<file path="src/hw/rtl/kc_pkg.sv">
package kc_pkg;

    // Table geometry and field widths.
    localparam int TABLE_AW    = 12;
    localparam int TABLE_DEPTH = 1 << TABLE_AW;
    localparam int COUNT_BITS  = 32;
    localparam int KEY_W       = 64;
    localparam int LEN_W       = 6;
    localparam int FILL_W      = 6;
    localparam int IDX_W       = 12;
    localparam int OUT_CNT_W   = 32;
    localparam int DISTINCT_W  = 13;
    localparam int PROBE_W     = TABLE_AW + 1;

    localparam logic [LEN_W-1:0]      LEN_RESET    = LEN_W'(25);
    localparam logic [LEN_W-1:0]      LEN_MAX      = LEN_W'(32);
    localparam logic [FILL_W-1:0]     FILL_MAX     = FILL_W'(32);
    localparam logic [DISTINCT_W-1:0] DISTINCT_MAX = {DISTINCT_W{1'b1}};
    localparam logic [COUNT_BITS-1:0] COUNT_MAX    = {COUNT_BITS{1'b1}};

    // Hash: home slot is bits [32 +: TABLE_AW] of key * HASH_MULT.
    localparam logic [63:0] HASH_MULT = 64'h9E3779B97F4A7C15;
    localparam int PROD_W  = 32 + TABLE_AW;
    localparam int HALF_W  = (PROD_W + 1) / 2;
    localparam int UPPER_W = PROD_W - HALF_W;

    // One table word: valid, key, count.
    localparam int WORD_W = 1 + KEY_W + COUNT_BITS;

    typedef enum logic [3:0] {
        ST_CLEAR,
        ST_IDLE,
        ST_HASH0,
        ST_HASH1,
        ST_HASH2,
        ST_HOME,
        ST_READ,
        ST_CHECK,
        ST_DONE
    } t_state;

    typedef enum logic [1:0] {
        MUL_LL,
        MUL_HL,
        MUL_LH
    } t_mul_sel;

    typedef enum logic [2:0] {
        RES_ZERO,
        RES_READ,
        RES_NEW,
        RES_HIT,
        RES_FULL
    } t_res_kind;

    typedef struct packed {
        logic      clr_en;
        logic      accept;
        logic      mul_en;
        t_mul_sel  mul_sel;
        logic      home_load;
        logic      wr_new;
        logic      wr_hit;
        logic      probe_next;
        logic      res_set;
        t_res_kind res_kind;
        logic      out_load;
    } t_dp_cmd;

    typedef struct packed {
        logic clr_last;
        logic is_read;
        logic win_ready;
        logic slot_valid;
        logic key_match;
        logic probe_last;
        logic out_free;
    } t_dp_stat;

endpackage

</file>
<file path="src/hw/rtl/kc_ctrl.sv">
module kc_ctrl (
    input  logic             i_clk,
    input  logic             i_rst_n,
    input  logic             i_valid,
    input  logic             i_op,
    output logic             o_ready,
    output logic             o_cfg_ready,
    input  kc_pkg::t_dp_stat i_stat,
    output kc_pkg::t_dp_cmd  o_cmd
);

    kc_pkg::t_state r_state;
    kc_pkg::t_state n_state;

    // State register.
    always_ff @(posedge i_clk) begin
        if (!i_rst_n) begin
            r_state <= kc_pkg::ST_CLEAR;
        end else begin
            r_state <= n_state;
        end
    end

    // Next state and datapath commands.
    always_comb begin
        n_state        = r_state;
        o_ready        = 1'b0;
        o_cfg_ready    = 1'b0;
        o_cmd          = '0;
        o_cmd.mul_sel  = kc_pkg::MUL_LL;
        o_cmd.res_kind = kc_pkg::RES_ZERO;
        unique case (r_state)
            kc_pkg::ST_CLEAR: begin
                o_cfg_ready  = 1'b1;
                o_cmd.clr_en = 1'b1;
                if (i_stat.clr_last) begin
                    n_state = kc_pkg::ST_IDLE;
                end
            end
            kc_pkg::ST_IDLE: begin
                o_ready     = 1'b1;
                o_cfg_ready = 1'b1;
                if (i_valid) begin
                    o_cmd.accept = 1'b1;
                    n_state = i_op ? kc_pkg::ST_READ : kc_pkg::ST_HASH0;
                end
            end
            kc_pkg::ST_HASH0: begin
                if (!i_stat.win_ready) begin
                    o_cmd.res_set  = 1'b1;
                    o_cmd.res_kind = kc_pkg::RES_ZERO;
                    n_state = kc_pkg::ST_DONE;
                end else begin
                    o_cmd.mul_en  = 1'b1;
                    o_cmd.mul_sel = kc_pkg::MUL_LL;
                    n_state = kc_pkg::ST_HASH1;
                end
            end
            kc_pkg::ST_HASH1: begin
                o_cmd.mul_en  = 1'b1;
                o_cmd.mul_sel = kc_pkg::MUL_HL;
                n_state = kc_pkg::ST_HASH2;
            end
            kc_pkg::ST_HASH2: begin
                o_cmd.mul_en  = 1'b1;
                o_cmd.mul_sel = kc_pkg::MUL_LH;
                n_state = kc_pkg::ST_HOME;
            end
            kc_pkg::ST_HOME: begin
                o_cmd.home_load = 1'b1;
                n_state = kc_pkg::ST_READ;
            end
            kc_pkg::ST_READ: begin
                n_state = kc_pkg::ST_CHECK;
            end
            kc_pkg::ST_CHECK: begin
                o_cmd.res_set = 1'b1;
                n_state = kc_pkg::ST_DONE;
                if (i_stat.is_read) begin
                    o_cmd.res_kind = kc_pkg::RES_READ;
                end else if (!i_stat.slot_valid) begin
                    o_cmd.wr_new   = 1'b1;
                    o_cmd.res_kind = kc_pkg::RES_NEW;
                end else if (i_stat.key_match) begin
                    o_cmd.wr_hit   = 1'b1;
                    o_cmd.res_kind = kc_pkg::RES_HIT;
                end else if (i_stat.probe_last) begin
                    o_cmd.res_kind = kc_pkg::RES_FULL;
                end else begin
                    o_cmd.res_set    = 1'b0;
                    o_cmd.probe_next = 1'b1;
                    n_state = kc_pkg::ST_READ;
                end
            end
            kc_pkg::ST_DONE: begin
                if (i_stat.out_free) begin
                    o_cmd.out_load = 1'b1;
                    n_state = kc_pkg::ST_IDLE;
                end
            end
            default: begin
                n_state = kc_pkg::ST_CLEAR;
            end
        endcase
    end

endmodule

</file>
<file path="config.mk">
export PLATFORM = sky130hd
export DESIGN_NAME = kc_ctrl
export DESIGN_NICKNAME = d
export VERILOG_FILES = /design/src/hw/rtl/kc_pkg.sv /design/src/hw/rtl/kc_ctrl.sv
export SDC_FILE = /design/constraint.sdc
export NUM_CORES = 1
export LEC_CHECK = 0
export BUFFER_PORTS_ARGS = -buffer_cell sky130_fd_sc_hd__buf_2
export CORE_AREA = 8 8 45 47
export CTS_CLUSTER_SIZE = 8
export DETAILED_ROUTE_END_ITERATION = 8
export DIE_AREA = 0 0 53 55
export GPL_TIMING_DRIVEN = 0
export SYNTH_ARGS = -nofsm -noshare
export SYNTH_HDL_FRONTEND = slang
export SYNTH_SLANG_ARGS = --single-unit
</file>
<file path="constraint.sdc">
create_clock -name i_clk -period 2.8 [get_ports i_clk]
set_input_delay 0.7 -clock i_clk [delete_from_list [all_inputs] [get_ports i_clk]]
set_output_delay 0.7 -clock i_clk [all_outputs]
set_load 0.01 [all_outputs]
</file>
==> results of run 1 <==
==> per-stage QoR <==
step | util (%) | area (um^2) | worst slack [ns]
floorplan | - | 439 | 0.770
global placement | 42.6 | 589 | 0.584
detailed placement | 42.6 | 589 | 0.576
CTS | 44.2 | 612 | 0.536
global route | 44.2 | 612 | 0.376
finish | 44.2 | 612 | 0.556
==> power by group <==
group	switching (uW)	internal, uW	leakage (uW)	total (uW)
sequential	9.13	63.6	0.0000327	72.7
combinational	60.8	48.7	0.000272	110
clock	19.5	47.6	0.0000138	67.1
total	89.4	160	0.000318	249
==> synthesized netlist by cell type (all sizes together) <==
library cell | number | area (um^2)
a211o | 1 | 8.76
a211oi | 1 | 7.51
a21oi | 5 | 25.0
a2bb2oi | 1 | 8.76
and2 | 1 | 6.26
and3 | 2 | 12.5
and4 | 1 | 8.76
and4b | 1 | 10.0
buf | 3 | 21.3
clkbuf | 2 | 7.51
dfxtp | 4 | 80.1
inv | 3 | 11.3
mux2i | 1 | 10.0
nand2 | 2 | 7.51
nand2b | 1 | 6.26
nand3b | 1 | 7.51
nand4b | 1 | 23.8
nor2 | 8 | 30.0
nor2b | 1 | 6.26
nor3 | 2 | 10.0
nor3b | 1 | 7.51
nor4 | 2 | 12.5
nor4b | 3 | 32.5
o211ai | 2 | 15.0
o21a | 1 | 7.51
o21ai | 1 | 5.00
o22ai | 1 | 12.5
o41ai | 1 | 8.76
or2 | 1 | 6.26
or3 | 2 | 12.5
or4b | 1 | 10.0
==> worst max-delay path by stage <==
| stage | from | endpoint | slack (ns) | depth (start not counted) |
|---|---|---|---|---|
| 3_3_place_gp | i_stat[2] | o_cmd[4] | 0.58 | 4 |
| 3_5_place_dp | i_stat[2] | o_cmd[4] | 0.58 | 4 |
| 2_1_floorplan | r_state[2] | o_cmd[12] | 0.77 | 3 |
| 5_1_grt | r_state[3] | o_cmd[5] | 0.38 | 5 |
| 4_1_cts | r_state[3] | o_cmd[5] | 0.54 | 5 |
| 6_report | r_state[3] | o_cmd[5] | 0.56 | 5 |
==> worst reg2reg max path, cell delays in order, from the launching register on <==
cell and delay (ns):
dfxtp_1 0.48, clkbuf_1 0.37, a2bb2oi_1 0.22, a211oi_1 0.10
==> final cells by class <==
class	count	area share, %
Tap cell	16	3.27
Multi-Input combinational cell	46	52.1
Buffer	5	4.70
Sequential cell	4	13.1
Timing Repair Buffer	26	21.3
Clock buffer	3	3.68
Inverter	3	1.84
==> cell families after synthesis <==
logic type / after synthesis / share of synthesized area, %
and+or+nand+nor: 31 / 47.9
muxes: 1 / 2.28
DFF: 4 / 18.2
AOI/OAI and AO/OA: 14 / 22.5
buffers and inverters: 8 / 9.12
==> per-layer routing <==
metal	vias up	routed length [um]	part of all wire, %	GRT usage, %
li1	279	-	-	-
met1	236	634	48	12.6
met2	23	575	43	15.4
met3	0	112	8.5	3.21
met4	0	0	0	2.59
met5	-	0	0	0
==> results.toml, run 1 <==
[synth]
synth_cell_types = 33
yosys_warnings = 0
syn_area_um2 = 439
synthCells = 58
syn_nets = 69
synth_area_per_cell_um2 = 7.57
yosysSeqAreaShare_pct = 18.2
ys_ff_latch = 4

[finish]
seq_area_um2 = 80.1
multi_input_area_um2 = 319
final_cell_mix = "28 x buf_2, 8 x nor2_1, 5 x a21oi_1"
antennaDiodeCount = 0
finalNonFillerCells = 103
layout_commonest_cell = "buf_2"
n_fill_cell = 156
largest_register_ff_count = 4
reg_top3 = "r_state (4)"
drive_gt1_share_pct = 41.4
nets = 100
regMostFlops = "r_state"
area_growth_pct = 39.3

[pwr]
ir_worst_vdd_uv = 313
finalPower_uw = 249
p_leak_uw = 0.000318
powerDensity_nw_per_um2 = 408

[place]
dp_cells = 100
hpwl_um = 1070
port_buffers = 26
gp_congestion = 0.784

[drt]
routed-via-count = 538
drt_wl_total_um = 1320
drt_iter0_markers = 14
drcViolationCount = 0
avgRoutedWirePerCell_um = 12.8
via_per_inst = 5.22
ant_nets = 0
dr.pass1.iters = 3

[timing]
fin_tns_setup_ns = 0
fin_crit_ns = 2.24
tightest_slew_ns = 0.425
rsz0062_at_grt = "no"
fmaxAchievable_ghz = 0.446
timing.final.crit_share_pct = 80.1
finClkSkew_ns = 0.00383
hold_ws_ns = 0.712
hold_viol = 0
slew_violations = 0
setup_viol = 0
slew_headroom_pct = 71.3

[min_path]
hp-start = "i_rst_n"
hold_class = "in2reg"
hold_depth = 2
worstHoldEndpoint = "r_state[3]"

[grt]
grt_pass1_vias = 523
grt_max_degree = 11
grt_usage_pct = 9.83
grt_pass1_wl_um = 2270
antenna_found_initial = 0
overflow = 0

[critical_path]
slowest_stage = "or2_2"
path_cells = "buf_2 > nand4b_4 > or2_2 > nor3b_1 > buf_2"
worst-path-buf-inv = 2
rr_worst_depth = 3
critPathTopFamily = "simple AND/OR/NAND/NOR gates"
worstSetupStartpointType = "flip-flop"
r2r_slack_ns = 1.48
critical_path_arrival_ns = 1.54
path_class = "reg2out"
cp_max_fo = 10
r2r-end = "r_state[1]"
max_stage_delay_ns = 0.31
end_kind = "output port"
r2r_start = "r_state[0]"
cp.required_ns = 2.10
path_common_cell = "buf_2"

[clock_tree]
cts_hold_buf = 0
clock_sinks = 4
post_cts_buffers = 0
clk_latency_ns = 0.23
root_buffer = "clkbuf_4"
cts_tree = "yes"
numCtsBuffers = 3
h-tree-depth = 1
clkSlewWorstSetupHoldPaths_ns = 0.03
cts_buffer_depth = 2
cts-resized-gates = 0

[run]
cap_violations = 0

[die]
row_count = 14
ios = 27
dieArea_um2 = 2920
dieWidth_um = 53
die_y_um = 55
start_util_pct = 31.7
core_um2 = 1380

[outcome]
status = "complete, no violations"
Note: power is estimated with default switching activity, not from simulation.
==> run 2, diff against run 1 <==
--- a/config.mk
+++ b/config.mk
@@ -5,12 +5,14 @@
 export SDC_FILE = /design/constraint.sdc
 export NUM_CORES = 1
 export LEC_CHECK = 0
+export ABC_AREA = 1
 export BUFFER_PORTS_ARGS = -buffer_cell sky130_fd_sc_hd__buf_2
 export CORE_AREA = 8 8 45 47
 export CTS_CLUSTER_SIZE = 8
 export DETAILED_ROUTE_END_ITERATION = 8
 export DIE_AREA = 0 0 53 55
 export GPL_TIMING_DRIVEN = 0
+export PLACE_DENSITY = 0.67
 export SYNTH_ARGS = -nofsm -noshare
 export SYNTH_HDL_FRONTEND = slang
 export SYNTH_SLANG_ARGS = --single-unit
==> constraint.sdc (replaced) <==
create_clock -name i_clk -period 1.8 [get_ports i_clk]
set_input_delay 0.45 -clock i_clk [delete_from_list [all_inputs] [get_ports i_clk]]
set_output_delay 0.45 -clock i_clk [all_outputs]
set_load 0.01 [all_outputs]
==> results.toml, run 2 <==
[outcome]
status = "complete, no violations"

[clock_tree]
clk_latency_ns = 0.22
clkSlewWorstSetupHoldPaths_ns = 0.03
cts_tree = "yes"
clock_sinks = 4
h-tree-depth = 1
numCtsBuffers = 3
root_buffer = "clkbuf_4"
cts_buffer_depth = 2

[die]
die_y_um = 55
ios = 27
dieArea_um2 = 2920
core_um2 = 1380
row_count = 14
dieWidth_um = 53
start_util_pct = 32.2

[critical_path]
crit_start = "r_state[2]"
path_cells = "inv_2 > nor2_4 > nand2_4 > inv_2 > nand2_1 > a21oi_1 > buf_2"
end_kind = "output port"
crit_cells = 7
path_common_cell = "inv_2"
max_stage_delay_ns = 0.36
critical_path_arrival_ns = 1.27
cp.required_ns = 1.35
critPathTopFamily = "flip-flops"
r2r_start = "r_state[1]"
slowest_stage = "dfxtp_4"
worstSetupStartpointType = "flip-flop"
path_class = "reg2out"
rr_worst_depth = 10
r2r-end = "r_state[2]"
worst-path-buf-inv = 3
r2r_slack_ns = 0.59
cp_max_fo = 4
crit_end = "o_cmd[2]"

[grt]
grt_pass1_wl_um = 1740
grt_usage_pct = 7.43
grt_pass1_vias = 481
overflow = 0
grt_max_degree = 9
antenna_found_initial = 0

[synth]
syn_area_um2 = 445
yosys_warnings = 0
synth_cell_types = 13
synth_top_cell_area_share_pct = 18.5
synthTopCellsByArea = "inv_1 19%, dfxtp_1 18%, nand2_1 16%"
ys_ff_latch = 4
synth_commonest_cells = "22 x inv_1, 19 x nand2_1, 13 x nor2_1, 8 x nand3_1"
synth_edf_count = 0
synth_area_per_cell_um2 = 5.30
yosysSeqAreaShare_pct = 18.0
synth_flop_cell = "dfxtp_1"
yosysTopAreaCell = "inv_1"
synth.most_common_cell = "inv_1"
synthCells = 84
synthArstFlopShare_pct = 0
syn_nets = 95

[pwr]
clock_power_share_pct = 13.7
powerDensity_nw_per_um2 = 1170
ir_worst_vdd_uv = 823
combPwrFrac_pct = 65.7
p_leak_uw = 0.000453
internal_power_uw = 391
switching_share_pct = 47.9
seqPwrFrac_pct = 20.6
p_switching_uw = 359

[finish]
area_growth_pct = 44.1
antennaDiodeCount = 0
finalNonFillerCells = 131
final_cell_mix = "26 x buf_2, 20 x inv_1, 19 x nand2_1"
postLayoutCoreUtil_pct = 46.4
n_fill_cell = 157
regMostFlops = "r_state"
nets = 128
largest_register_ff_count = 4
drive_gt1_share_pct = 38.3
layout_commonest_cell = "buf_2"
reg_top3 = "r_state (4)"

[place]
pre_cts_ws_ns = 0.218
hpwl_um = 1060
gp_congestion = 0.824
port_buffers = 26
dp_cells = 126

[drt]
drt_iter0_markers = 10
via_per_inst = 4.46
routed-via-count = 584
dr.pass1.iters = 4
ant_nets = 0
drcViolationCount = 0
avgRoutedWirePerCell_um = 9.15
drt_wl_total_um = 1200

[timing]
setup_viol = 0
slew_violations = 0
tightest_slew_ns = 0.217
finClkSkew_ns = 0.0000322
hold_viol = 0
slew_headroom_pct = 85.6
hold_ws_ns = 0.421
fmaxAchievable_ghz = 0.580
fin_crit_ns = 1.72
timing.final.crit_share_pct = 95.8
rsz0062_at_grt = "yes"
setup_ws_ns = 0.0762

[min_path]
hold_class = "in2reg"
hp-start = "i_rst_n"

[run]
cap_violations = 0
run 2: kinds of logic (layout without fill, tap and decap cells):
kind of cell	count (synthesis)	count (layout)	share of synthesized area (%)
DFF	4	4	18.0
AOI/OAI and AO/OA	3	3	3.37
and+or+nand+nor	53	53	57.6
buffers and inverters	24	55	21.1
run 2: power by group through the flow:
stage               Sequential (uW)  Combinational [uW]  Clock, uW
CTS                             149                 480        107
floorplan                       143                 341          0
global route                    159                 553        114
detailed placement              149                 477          0
finish                          155                 492        103
global placement                149                 474          0
run 2: how the worst min path moves through the flow:
stage | cells past startpoint | end | slack [ns]
2_1_floorplan | 2 | r_state[3] | 0.55
3_3_place_gp | 3 | r_state[3] | 0.65
3_5_place_dp | 3 | r_state[3] | 0.65
4_1_cts | 3 | r_state[3] | 0.42
5_1_grt | 3 | r_state[3] | 0.44
6_report | 3 | r_state[3] | 0.42
run 2: metrics by stage:
step,setup TNS (ns),power (uW),cell area (um^2)
CTS,0,736,619
global route,-0.0878,826,642
global placement,0,623,596
floorplan,0,484,445
finish,0,750,642
detailed placement,0,626,596
run 2: per-layer routing:
layer / global-route usage, % / up-vias / wire length, um
li1: - / 317 / -
met1: 7.89 / 242 / 527
met2: 13.9 / 25 / 516
met3: 2.67 / 0 / 155
met4: 1.29 / 0 / 0
met5: 0 / - / 0
run 2: worst register-to-register path, stage by stage, from the launching register on:
cell	delay, ns
dfxtp_1	0.30
buf_6	0.13
nand2_1	0.09
inv_2	0.06
buf_4	0.12
nand2_1	0.08
nand2_1	0.06
nor2_1	0.10
nand2_1	0.06
nand2_1	0.06
nor2_1	0.04
run 2: what timing repair did:
action                     CTS  global route
pin swaps                    0             1
resized for setup            1             5
hold buffers                 0             0
setup endpoints to repair    2             5
setup buffers                0             2
run 2: layout make-up:
type	instances	area [um^2]	share of cell area (%)
Buffer	1	11.3	1.75
Clock buffer	3	22.5	3.51
Inverter	23	86.3	13.5
Multi-Input combinational cell	56	272	42.3
Sequential cell	4	85.1	13.3
Tap cell	16	20.0	3.12
Timing Repair Buffer	28	145	22.6
